$ cat src/hdl/als_pkg.sv
// ---------------------------------------------------------------------------
// als_pkg: shared constants and codes for the adjacency list store
// Operation kinds, status codes and default sizes.
// ---------------------------------------------------------------------------
package als_pkg;
    localparam int MaxNodes  = 16;
    localparam int MaxDegree = 8;

    localparam logic [2:0] K_ADD_NODE = 3'd0;
    localparam logic [2:0] K_ADD_EDGE = 3'd1;
    localparam logic [2:0] K_REM_EDGE = 3'd2;
    localparam logic [2:0] K_REM_NODE = 3'd3;
    localparam logic [2:0] K_READ     = 3'd4;

    localparam logic [2:0] ST_OK         = 3'd0;
    localparam logic [2:0] ST_BAD_PARENT = 3'd1;
    localparam logic [2:0] ST_BAD_NODE   = 3'd2;
    localparam logic [2:0] ST_BAD_EDGE   = 3'd3;
    localparam logic [2:0] ST_FULL       = 3'd4;
endpackage

$ cat src/hdl/als_ram.sv
// ---------------------------------------------------------------------------
// als_ram: generic simple dual-port RAM (separate write and read ports)
// One write and one read per cycle, registered read data.
// ---------------------------------------------------------------------------
module als_ram #(
    parameter int WIDTH = 8,
    parameter int DEPTH = 16
) (
    input  logic                     i_clk,
    input  logic                     i_we,
    input  logic [$clog2(DEPTH)-1:0] i_waddr,
    input  logic [WIDTH-1:0]         i_wdata,
    input  logic [$clog2(DEPTH)-1:0] i_raddr,
    output logic [WIDTH-1:0]         o_rdata
);
    logic [WIDTH-1:0] r_mem [DEPTH];

    always_ff @(posedge i_clk) begin
        if (i_we) begin
            r_mem[i_waddr] <= i_wdata;
        end
        o_rdata <= r_mem[i_raddr];
    end
endmodule

$ cat src/hdl/adjacency_list_store_top.sv
// ---------------------------------------------------------------------------
// adjacency_list_store_top: bounded directed-graph store
// Node values, list lengths and neighbour lists held in RAMs; a sequencer
// works each operation through them one entry per step.
// ---------------------------------------------------------------------------
// Input channel: i_valid / o_stall, fields kind, value, has_parent,
// first_index, second_index, slot. Output channel: o_valid / i_stall with
// one result item per input item.
// o_stall is high from acceptance until the result item is loaded into the
// output register; one item is worked at a time.
// Path from acceptance to o_valid: error outcomes, kinds 5 to 7 and reads
// of an empty slot go S_RD, S_DEC, S_OUT; add node with a parent, add edge
// and reads of a neighbour add S_FX_LN or S_RDN. Remove edge loops S_RE_RD
// and S_RE_CK over each list entry. Remove node shifts the node table
// (S_SH_RD/S_SH_WR over all MAX_DEGREE slots per node above the victim)
// and then rewrites every remaining list with S_FX_RD/S_FX_CK per entry.
// The input is free again as soon as the result is loaded.
// Reset clears the node count and the sequencer; RAM contents are not
// cleared since no entry's value is used before it is written.
// While i_stall is high the result holds; one further item may be taken
// and worked, and its result then waits until the held one is taken.
// ---------------------------------------------------------------------------
module adjacency_list_store_top #(
    parameter int MAX_NODES  = als_pkg::MaxNodes,
    parameter int MAX_DEGREE = als_pkg::MaxDegree
) (
    input  logic        i_clk,
    input  logic        i_rst_n,
    input  logic        i_valid,
    output logic        o_stall,
    input  logic [2:0]  i_kind,
    input  logic [63:0] i_value,
    input  logic        i_has_parent,
    input  logic [3:0]  i_first_index,
    input  logic [3:0]  i_second_index,
    input  logic [2:0]  i_slot,
    output logic        o_valid,
    input  logic        i_stall,
    output logic [2:0]  o_status,
    output logic [3:0]  o_new_node,
    output logic [4:0]  o_node_count,
    output logic [63:0] o_node_value,
    output logic [3:0]  o_degree,
    output logic [3:0]  o_neighbour
);
    localparam int NW = $clog2(MAX_NODES);
    localparam int CW = $clog2(MAX_NODES + 1);
    localparam int DW = $clog2(MAX_DEGREE + 1);
    localparam int SW = (MAX_DEGREE > 1) ? $clog2(MAX_DEGREE) : 1;
    localparam int LD = MAX_NODES * MAX_DEGREE;
    localparam int LW = $clog2(LD) + ((LD == 1) ? 1 : 0);
    localparam int NEW = (NW > 0) ? NW : 1;

    typedef enum logic [11:0] {
        S_IDLE  = 12'b000000000001,
        S_RD    = 12'b000000000010,
        S_DEC   = 12'b000000000100,
        S_RE_RD = 12'b000000001000,
        S_RE_CK = 12'b000000010000,
        S_SH_RD = 12'b000000100000,
        S_SH_WR = 12'b000001000000,
        S_FX_RD = 12'b000010000000,
        S_FX_CK = 12'b000100000000,
        S_FX_LN = 12'b001000000000,
        S_RDN   = 12'b010000000000,
        S_OUT   = 12'b100000000000
    } t_state;

    t_state r_state, n_state;
    logic [CW-1:0] r_count, n_count;
    logic [2:0]  r_kind;
    logic [63:0] r_value;
    logic        r_hasp;
    logic [3:0]  r_a, r_b;
    logic [2:0]  r_slot;
    logic [NEW-1:0] r_node, n_node;
    logic [DW-1:0]  r_j, n_j, r_k, n_k, r_len, n_len;
    logic [2:0]  r_status, n_status;
    logic [3:0]  r_new, n_new;
    logic [63:0] r_oval, n_oval;
    logic [3:0]  r_odeg, n_odeg, r_onb, n_onb;
    logic        r_found, n_found;
    logic        r_ovalid, n_ovalid;

    logic          v_we, l_we, g_we;
    logic [NEW-1:0] v_wa, v_ra, l_wa, l_ra;
    logic [63:0]   v_wd, v_rd;
    logic [DW-1:0] l_wd, l_rd;
    logic [LW-1:0] g_wa, g_ra;
    logic [3:0]    g_wd;
    logic [3:0]    g_rd;

    als_ram #(.WIDTH(64), .DEPTH(MAX_NODES)) u_val (
        .i_clk, .i_we(v_we), .i_waddr(v_wa), .i_wdata(v_wd),
        .i_raddr(v_ra), .o_rdata(v_rd));
    als_ram #(.WIDTH(DW), .DEPTH(MAX_NODES)) u_len (
        .i_clk, .i_we(l_we), .i_waddr(l_wa), .i_wdata(l_wd),
        .i_raddr(l_ra), .o_rdata(l_rd));
    als_ram #(.WIDTH(4), .DEPTH(LD)) u_lst (
        .i_clk, .i_we(g_we), .i_waddr(g_wa), .i_wdata(g_wd),
        .i_raddr(g_ra), .o_rdata(g_rd));

    function automatic logic [LW-1:0] ladr(input logic [NEW-1:0] n,
                                           input logic [DW-1:0] s);
        logic [LW+DW:0] t;
        t = (LW+DW+1)'(n) * (LW+DW+1)'(MAX_DEGREE) + (LW+DW+1)'(s);
        return t[LW-1:0];
    endfunction

    logic [3:0]  a_w;
    logic [CW:0] a_ext, b_ext, node_ext;
    logic        a_ok, b_ok;
    assign a_ext    = (CW+1)'(r_a);
    assign b_ext    = (CW+1)'(r_b);
    assign node_ext = (CW+1)'(r_node);
    assign a_ok = a_ext < (CW+1)'(r_count);
    assign b_ok = b_ext < (CW+1)'(r_count);
    assign a_w  = r_a;

    logic [3:0] vict;
    assign vict = r_a;

    always_comb begin
        n_state = r_state; n_count = r_count; n_node = r_node;
        n_j = r_j; n_k = r_k; n_len = r_len; n_status = r_status;
        n_new = r_new; n_oval = r_oval; n_odeg = r_odeg; n_onb = r_onb;
        n_found = r_found; n_ovalid = r_ovalid;
        v_we = 1'b0; v_wa = r_node; v_wd = r_value; v_ra = r_a[NEW-1:0];
        l_we = 1'b0; l_wa = r_a[NEW-1:0]; l_wd = r_len; l_ra = r_a[NEW-1:0];
        g_we = 1'b0; g_wa = ladr(r_node, r_k); g_wd = r_b;
        g_ra = ladr(r_node, r_j);
        if (r_ovalid && !i_stall) begin
            n_ovalid = 1'b0;
        end
        unique case (r_state)
            S_IDLE: begin
                if (i_valid) begin
                    n_state = S_RD;
                end
            end
            S_RD: begin
                n_status = als_pkg::ST_OK; n_new = '0; n_oval = '0;
                n_odeg = '0; n_onb = '0; n_j = '0; n_k = '0; n_found = 1'b0;
                n_node = r_a[NEW-1:0];
                n_state = S_DEC;
            end
            S_DEC: begin
                n_len = l_rd;
                n_state = S_OUT;
                case (r_kind)
                    als_pkg::K_ADD_NODE: begin
                        if (r_count >= CW'(MAX_NODES) ||
                            (r_hasp && a_ok && l_rd >= DW'(MAX_DEGREE))) begin
                            n_status = als_pkg::ST_FULL;
                        end else begin
                            n_new = 4'(r_count);
                            v_we = 1'b1; v_wa = r_count[NEW-1:0];
                            l_we = 1'b1; l_wa = r_count[NEW-1:0]; l_wd = '0;
                            n_count = r_count + 1'b1;
                            if (r_hasp && a_ok) begin
                                g_we = 1'b1; g_wa = ladr(r_a[NEW-1:0], l_rd);
                                g_wd = 4'(r_count);
                                if (r_count[NEW-1:0] != r_a[NEW-1:0]) begin
                                    n_len = l_rd + 1'b1;
                                    n_state = S_FX_LN;
                                end
                            end else if (r_hasp) begin
                                n_status = als_pkg::ST_BAD_PARENT;
                            end
                        end
                    end
                    als_pkg::K_ADD_EDGE: begin
                        if (!a_ok || !b_ok) begin
                            n_status = als_pkg::ST_BAD_EDGE;
                        end else if (l_rd >= DW'(MAX_DEGREE)) begin
                            n_status = als_pkg::ST_FULL;
                        end else begin
                            g_we = 1'b1; g_wa = ladr(r_a[NEW-1:0], l_rd);
                            n_len = l_rd + 1'b1;
                            n_state = S_FX_LN;
                        end
                    end
                    als_pkg::K_REM_EDGE: begin
                        n_status = als_pkg::ST_BAD_EDGE;
                        if (a_ok) begin
                            n_state = S_RE_RD;
                        end
                    end
                    als_pkg::K_REM_NODE: begin
                        if (!a_ok) begin
                            n_status = als_pkg::ST_BAD_NODE;
                        end else begin
                            n_state = S_SH_RD;
                        end
                    end
                    als_pkg::K_READ: begin
                        if (!a_ok) begin
                            n_status = als_pkg::ST_BAD_NODE;
                        end else begin
                            n_odeg = 4'(l_rd);
                            n_oval = v_rd;
                            g_ra = ladr(r_a[NEW-1:0], DW'(r_slot));
                            if ((DW+1)'(r_slot) < (DW+1)'(l_rd)) begin
                                n_state = S_RDN;
                            end
                        end
                    end
                    default: ;
                endcase
            end
            S_RDN: begin
                n_onb = g_rd;
                n_state = S_OUT;
            end
            S_RE_RD: begin
                // compact list of r_node, dropping the first match
                if (r_j >= r_len) begin
                    l_we = 1'b1; l_wa = r_node; l_wd = r_k;
                    n_state = S_OUT;
                end else begin
                    n_state = S_RE_CK;
                end
            end
            S_RE_CK: begin
                n_j = r_j + 1'b1;
                n_state = S_RE_RD;
                if (!r_found && g_rd == r_b) begin
                    n_found = 1'b1; n_status = als_pkg::ST_OK;
                end else begin
                    g_we = 1'b1; g_wd = g_rd; n_k = r_k + 1'b1;
                end
                g_ra = ladr(r_node, n_j);
            end
            S_SH_RD: begin
                // move node r_node+1 down into r_node
                if (node_ext + 1'b1 >= (CW+1)'(r_count)) begin
                    n_count = r_count - 1'b1;
                    n_node = '0; n_j = '0; n_k = '0;
                    l_ra = '0;
                    n_state = S_FX_RD;
                end else begin
                    v_ra = NEW'(node_ext + 1'b1);
                    l_ra = NEW'(node_ext + 1'b1);
                    g_ra = ladr(NEW'(node_ext + 1'b1), r_j);
                    n_state = S_SH_WR;
                end
            end
            S_SH_WR: begin
                g_we = 1'b1; g_wa = ladr(r_node, r_j); g_wd = g_rd;
                v_ra = NEW'(node_ext + 1'b1);
                l_ra = NEW'(node_ext + 1'b1);
                if (r_j == DW'(MAX_DEGREE - 1)) begin
                    v_we = 1'b1; v_wd = v_rd;
                    l_we = 1'b1; l_wa = r_node; l_wd = l_rd;
                    n_j = '0; n_node = r_node + 1'b1;
                end else begin
                    n_j = r_j + 1'b1;
                end
                n_state = S_SH_RD;
            end
            S_FX_RD: begin
                // fix list of r_node: drop victim, renumber higher
                if (node_ext >= (CW+1)'(r_count)) begin
                    n_state = S_OUT;
                end else begin
                    n_len = l_rd; n_j = '0; n_k = '0;
                    g_ra = ladr(r_node, '0);
                    n_state = S_FX_CK;
                end
            end
            S_FX_CK: begin
                if (r_j >= r_len) begin
                    l_we = 1'b1; l_wa = r_node; l_wd = r_k;
                    n_node = r_node + 1'b1;
                    l_ra = NEW'(node_ext + 1'b1);
                    n_state = S_FX_RD;
                end else begin
                    if (g_rd != vict) begin
                        g_we = 1'b1;
                        g_wd = (g_rd > vict) ? g_rd - 1'b1 : g_rd;
                        n_k = r_k + 1'b1;
                    end
                    n_j = r_j + 1'b1;
                    g_ra = ladr(r_node, n_j);
                end
            end
            S_FX_LN: begin
                l_we = 1'b1; l_wa = a_w[NEW-1:0]; l_wd = r_len;
                n_state = S_OUT;
            end
            S_OUT: begin
                if (!r_ovalid || !i_stall) begin
                    n_ovalid = 1'b1;
                    n_state = S_IDLE;
                end
            end
            default: n_state = S_IDLE;
        endcase
    end

    always_ff @(posedge i_clk) begin
        if (!i_rst_n) begin
            r_state <= S_IDLE; r_count <= '0; r_ovalid <= 1'b0;
        end else begin
            r_state <= n_state; r_count <= n_count; r_ovalid <= n_ovalid;
        end
        r_node <= n_node; r_j <= n_j; r_k <= n_k; r_len <= n_len;
        r_status <= n_status; r_new <= n_new; r_oval <= n_oval;
        r_odeg <= n_odeg; r_onb <= n_onb; r_found <= n_found;
        if (r_state == S_IDLE && i_valid) begin
            r_kind <= i_kind; r_value <= i_value; r_hasp <= i_has_parent;
            r_a <= i_first_index; r_b <= i_second_index; r_slot <= i_slot;
        end
    end

    logic [4:0] r_out_cnt;
    always_ff @(posedge i_clk) begin
        if (r_state == S_OUT && (!r_ovalid || !i_stall)) begin
            o_status <= r_status; o_new_node <= r_new;
            o_node_value <= r_oval; o_degree <= r_odeg;
            o_neighbour <= r_onb; r_out_cnt <= 5'(r_count);
        end
    end
    assign o_node_count = r_out_cnt;
    assign o_valid = r_ovalid;
    assign o_stall = (r_state != S_IDLE);

    a_cnt_range: assert property (@(posedge i_clk) disable iff (!i_rst_n)
        r_count <= CW'(MAX_NODES)) else $error("node count overflow");
    a_one_busy: assert property (@(posedge i_clk) disable iff (!i_rst_n)
        (r_state == S_IDLE && i_valid) |=> o_stall) else $error("not busy");
    a_hold: assert property (@(posedge i_clk) disable iff (!i_rst_n)
        (o_valid && i_stall) |=> o_valid && $stable(o_status))
        else $error("result dropped");
endmodule
$ cat config.mk
export PLATFORM = sky130hd
export DESIGN_NAME = adjacency_list_store_top
export DESIGN_NICKNAME = d
export VERILOG_FILES = /design/src/hdl/als_pkg.sv /design/src/hdl/als_ram.sv /design/src/hdl/adjacency_list_store_top.sv
export SDC_FILE = /design/constraint.sdc
export NUM_CORES = 2
export LEC_CHECK = 0
export BUFFER_PORTS_ARGS = -buffer_cell sky130_fd_sc_hd__buf_4
export CORE_MARGIN = 2
export CORE_UTILIZATION = 30
export DETAILED_ROUTE_END_ITERATION = 16
export GPL_ROUTABILITY_DRIVEN = 0
export PLACE_DENSITY = 0.47
export SLEW_MARGIN = 25
export SYNTH_ARGS = -nofsm -noshare
export SYNTH_HDL_FRONTEND = slang
export SYNTH_HIERARCHICAL = 1
export SYNTH_SLANG_ARGS = --single-unit
$ cat constraint.sdc
create_clock -name i_clk -period 11.4 [get_ports i_clk]
set_input_delay 2.28 -clock i_clk [delete_from_list [all_inputs] [get_ports i_clk]]
set_output_delay 2.28 -clock i_clk [all_outputs]
set_load 0.005 [all_outputs]
After elaboration in Yosys (flattened, before gate mapping):

Memory sizes are Yosys's and may differ from the RTL's. A register that Yosys moved wholly into a read port is not among the register bits.
Cells that the tools add are included.
W data, S select, Z words.

* bits of input ports: 83
* bits in writable memories: 1600
* logic and storage cells: 254
* register bits: 277
* memories: 3
* output and inout bits: 86

Memories
* u_val.r_mem: depth 16, width 64, rd ports 1, clocked after memory_dff 1, write ports 1, line als_ram.sv:16 `logic [WIDTH-1:0] r_mem [DEPTH];`
* u_lst.r_mem: depth 128, width 4, rd ports 1, clocked after memory_dff 1, write ports 1, line als_ram.sv:16
* u_len.r_mem: depth 16, width 4, rd ports 1, clocked after memory_dff 1, write ports 1, line als_ram.sv:16

* $lt $le $gt $ge: 9
* reduce and logical (&&, ||, !) cells: 37
* equal/unequal tests: 40
* mux-type cells: 126
* add/sub/neg operators: 14

Operator list (number)
* $mux W64: 4
* $mux W12: 14
* $mux W4: 40
* $pmux W12 S11: 1
* $pmux W64 S2: 1
* $mux W7: 9
* $pmux W12 S5: 1
* $pmux W4 S2: 6
* $pmux W4 S3: 3
* $add A7 B4 Y7: 5
* $pmux W7 S5: 1
* $pmux W4 S4: 2
* $pmux W7 S2: 2
* $ne A2 B2 Y1 const B: 13
* $pmux W4 S6: 1
* $mux W1: 21
* $mux W3: 7
* $pmux W4 S5: 1
* $add A4 B1 Y4 const B: 4
* $mux W5: 3
* $eq A12 B1 Y1 const B: 1
* $eq A12 B10 Y1 const B: 1
* $eq A12 B11 Y1 const B: 1
* $eq A12 B12 Y1 const B: 1
* other kinds (53): 83

Longest topological paths before layout:

* word-level depth: 9
* mapped depth: 16
* depth with buffers taken out: 13

Cells and area by module:

The synthesis kept the hierarchy.

Modules (own cells, without submodules)
* als_ram at u_val: cells each 1647, sequential area each 32030.7 sq um, times used 1, area an instance 39581.7 sq um
* als_ram at u_lst: cells each 908, sequential area each 15454.8 sq um, times used 1, area an instance 20193.1 sq um
* adjacency_list_store_top: cells each 969, sequential area each 8137.8 sq um, times used 1, area an instance 12672.2 sq um
* als_ram at u_len: cells each 130, sequential area each 2001.9 sq um, times used 1, area an instance 2666.3 sq um

Least setup slack after synthesis:

Ideal clock, no wire load.

* kind: flip-flop to flip-flop
* from: register r_j[0]
* to: memory u_lst.r_mem[0][3] (data pin)
* data arrival time: 6780 ps
* period minus slack after synthesis: 7977 ps
* required time: 10203 ps
* stages on the path, launching flop included: 8
* library setup time: 1197 ps
* slack: 3423 ps
* path buffers: 0
* path through: edfxtp_1 inv_1 ha_1 nand2b_1 a2111oi_0 or2_2 nand3_1 o21ai_0

* cells in the longest elaborated chain, start to end: 3

RTL lines
* start: declaration: line adjacency_list_store_top.sv:77 `logic [DW-1:0] r_j, n_j, r_k, n_k, r_len, n_len;`
* start signal: assignment: line adjacency_list_store_top.sv:307 `r_node <= n_node; r_j <= n_j; r_k <= n_k; r_len <= n_len;`
* $ge A4 B4 Y1: line adjacency_list_store_top.sv:272 `if (r_j >= r_len) begin`
* $mux W4: line adjacency_list_store_top.sv:272
* $pmux W4 S4: line adjacency_list_store_top.sv:135 `unique case (r_state)`
* net g_wd[3]: line adjacency_list_store_top.sv:90 `logic [3:0] g_wd;`
* end: declaration: line als_ram.sv:16

The timed path passes the listed nets, and every way through them passes these cells.

Final worst setup path:

* from: register r_j[0]
* to: register u_lst.o_rdata[3], read port of u_lst.r_mem

* cells in the longest elaborated chain, start to end: 4
* elaborated cells on any way between the ends: 11
* classes of those cells: 4 x add/sub; 1 x order compare; 6 x mux

RTL lines
* $add A4 B1 Y4 / $add A7 B4 Y7 (equally long branches): line adjacency_list_store_top.sv:225, adjacency_list_store_top.sv:283, adjacency_list_store_top.sv:106
* $add A7 B4 Y7 / $mux W7 (equally long branches): line adjacency_list_store_top.sv:106, adjacency_list_store_top.sv:197
* $mux W7, on equally long branches: line adjacency_list_store_top.sv:272, adjacency_list_store_top.sv:150
* $pmux W7 S5 *: line adjacency_list_store_top.sv:135
* net g_ra[0]: line adjacency_list_store_top.sv:89 `logic [LW-1:0] g_wa, g_ra;`
* end: declaration: line als_ram.sv:14 `output logic [WIDTH-1:0] o_rdata`

Mark *: on every way through the listed nets, which the timed path passes. The rest lies on a longest branch.
A chain may end at the register's enable or synchronous reset.

==> run metrics <==
NumNets Final 4063; max-cap viol count 0; layout cells sized above 1 26.5%; wire per inst 26.8 microns; outcome complete, no violations; worst hold margin 415 ps; met2 Use GR 25.3%; largest net degree at the start of global routing 141; syn avg cell area 20.6 sq um; Setup Slack @ Placement 4770 ps; Die Y 504 microns; post-synth net total 3783; HPWL Detailed 110000 microns; combinational power share 4.4%; routed vias/inst 4.92; GRT busiest layer met2; Net Sw Power 3.36 mW; antenna-violating nets left 0; top cell type's share of synthesized area 74.3%; cell family with most CP delay multiplexers; r2r worst-path depth 14; cell repeated most along the worst path mux4_2; DRC 0; Internal Pwr Total 12.1 mW; Worst R2R Setup Slack 4740 ps; overall power 15.5 mW; DRT iter0 DRCs 3719; slowest cell delay on critical path 800 ps; Final WS setup 4740 ps; hold depth 0; period utilization 58.4%; Total GRT Usage 15.4%; Std-Cell Rows 183; Synth Cell Area 75100 sq um; Setup crit end kind flop; vias 36629; full die area 254000 sq um; Switching Share 21.8%; Boundary Pins 169; vias in the first global route 38038; Worst Path Arrival 7350 ps; Core Region 249000 sq um; post-layout util 35.2%; slowest CP cell a2111oi_0; clock share of power 43.8%; Hold Violations, Final 0; Cells after Synth 3654; Crit Path Class reg2reg; Hold EP o_node_value[62]$_DFFE_PP_; htree depth 4; hold path startpoint r_oval[62]$_SDFFCE_PN0P_; initial antenna violation count 15; asr flop ratio synth 0%; post-synthesis register bit count 1949; ranking of synthesized cells by area edfxtp_1, mux4_2, dfxtp_1; Worst setup SP type flop; synth cell count leaders edfxtp_1, mux4_2, nor2_1; Clock Sinks 1949; final setup TNS 0 ps; hold_buf cts 0; worst-path fanout max 87; CTS root buf clkbuf_16; Initial Util 30.2%; R2R Path End u_lst/o_rdata[3]$_DFF_P_; final worst clock skew 84.6 ps; dpl cells 7053; Layout Cells excl Fill 7445; WL final 199000 microns; footprint of the multi-input gates 16700 sq um; Static Leakage 27.5 nW; M3 GR Usage 2.45%; r2r startpoint r_j[0]$_DFFE_PP_; Worst Path Required 12090 ps; post-CTS sizing 0; IR drop worst, VDD 141 uV; Max-Slew Margin vs Limit 25.5%; port bufs 168; finished layout cell area 87600 sq um; first-pass GRT wire length 285000 microns; Reg power frac 51.8%; Clock Latency Late Sink 880 ps; Worst Max-Slew Pin Slew 1110 ps; M1 GR Usage 21.4%; Final min period 6660 ps; # Post-CTS Setup Buffers 0; CTS tree built; Finish-stage setup viols 0; fillcell total 23200; area of placed instances 80600 sq um; unrepaired setup endpoints after global routing no; Die Span X 504 microns; crit path buf inv count 3; largest area contributor in the netlist edfxtp_1; grt total ovfl 0; pwr dens 177 nW/um^2; post-synthesis cell type count 70; dominant synthesized flop cell edfxtp_1; clock-pin slew on the worst setup and hold paths 60 ps; Final Max Slew Viols 0; Yosys warnings 6; clock tree buffer depth 3; sequential share of the synthesized area 76.7%; Post-synth EDFFs 1859; Hold Crit Class reg2reg; crit path cell chain inv_1, ha_1, nand2b_1, a2111oi_0, nor2_1, o21ai_0, nor2_1, o21ai_4, buf_12, buf_4, mux4_2, mux4_2, mux4_2, mux2_2; Sequential cell area 57600 sq um; Fmax 0.150 GHz; most common cell in the netlist edfxtp_1; TritonCTS Buffers 207; drt first pass iters 6; area grow syn2layout 16.6%
-- placed cells by master, fill, tap and decap left out, drive strengths merged, types with 5 or more instances in the layout --
cell	instances
a21oi	32
nor3	31
nand3	60
clkinv	93
or3	8
mux4	440
xor2	14
a22oi	141
a21o	5
mux2	68
nand2	166
and2	73
nand4	13
edfxtp	1859
nor2b	21
inv	41
a222oi	5
clkinvlp	5
ha	45
or2	5
nor3b	5
nor2	209
nand3b	7
o21a	5
and3	10
bufinv	20
xnor2	12
nand2b	15
buf	248
dfxtp	90
o21ai	40
clkbuf	264
-- power by group through the flow --
| stage | logic, mW | clock network [mW] | registers, mW |
|---|---|---|---|
| global route | 0.736 | 7.22 | 8.02 |
| CTS | 0.688 | 6.95 | 8.02 |
| finish | 0.675 | 6.77 | 8.02 |
| floorplan | 0.449 | 0 | 8.13 |
| detailed placement | 0.686 | 0 | 8.17 |
| global placement | 0.675 | 0 | 8.17 |
-- cell type report --
cell class	count	share of cell area, %
well taps	3330	4.76
inverters	35	0.150
diodes	2	0.00571
clock inverters	124	1.58
repair buffers	248	2.29
multi-input cells	1493	19.1
clock buffers	264	6.30
flip-flops and latches	1949	65.8
-- logic make-up after synthesis --
group | synth area share [%]
DFF | 76.7
muxes | 14.3
and+or+nand+nor | 3.98
xor gates and xnor gates | 0.303
AOI/OAI and AO/OA | 2.57
adders and majority gates | 0.776
buffers and inverters | 1.34
-- worst max-delay path by stage --
stage | slack, ps | cells after the start | endpoint | start
6_report | 4740 | 14 | u_lst/o_rdata[3]$_DFF_P_ | r_j[0]$_DFFE_PP_
3_3_place_gp | 4810 | 14 | u_lst/o_rdata[3]$_DFF_P_ | r_j[0]$_DFFE_PP_
2_1_floorplan | 3420 | 7 | u_lst/r_mem[0][3]$_DFFE_PP_ | r_j[0]$_DFFE_PP_
4_1_cts | 4730 | 14 | u_lst/o_rdata[3]$_DFF_P_ | r_j[0]$_DFFE_PP_
3_5_place_dp | 4770 | 14 | u_lst/o_rdata[3]$_DFF_P_ | r_j[0]$_DFFE_PP_
5_1_grt | 4320 | 14 | u_lst/o_rdata[3]$_DFF_P_ | r_j[0]$_DFFE_PP_
-- flip-flops by register name, summed over array words and instances (netlist names), 5 cells and up --
register and count:
o_node_value 64, u_val/o_rdata 64, u_val/r_mem 1024, u_lst/r_mem 512
r_state 12, o_node_count 5, u_len/r_mem 64, r_oval 64
r_value 64, r_count 5
-- layer usage --
layer	routed length (microns)	up-vias	part of all wire, %
met1	89100	19739	45
met2	97100	1032	49
met3	9560	248	4.8
li1	-	15604	-
met5	37	-	0.019
met4	3580	6	1.8
Power figures use the tool's default switching activity.
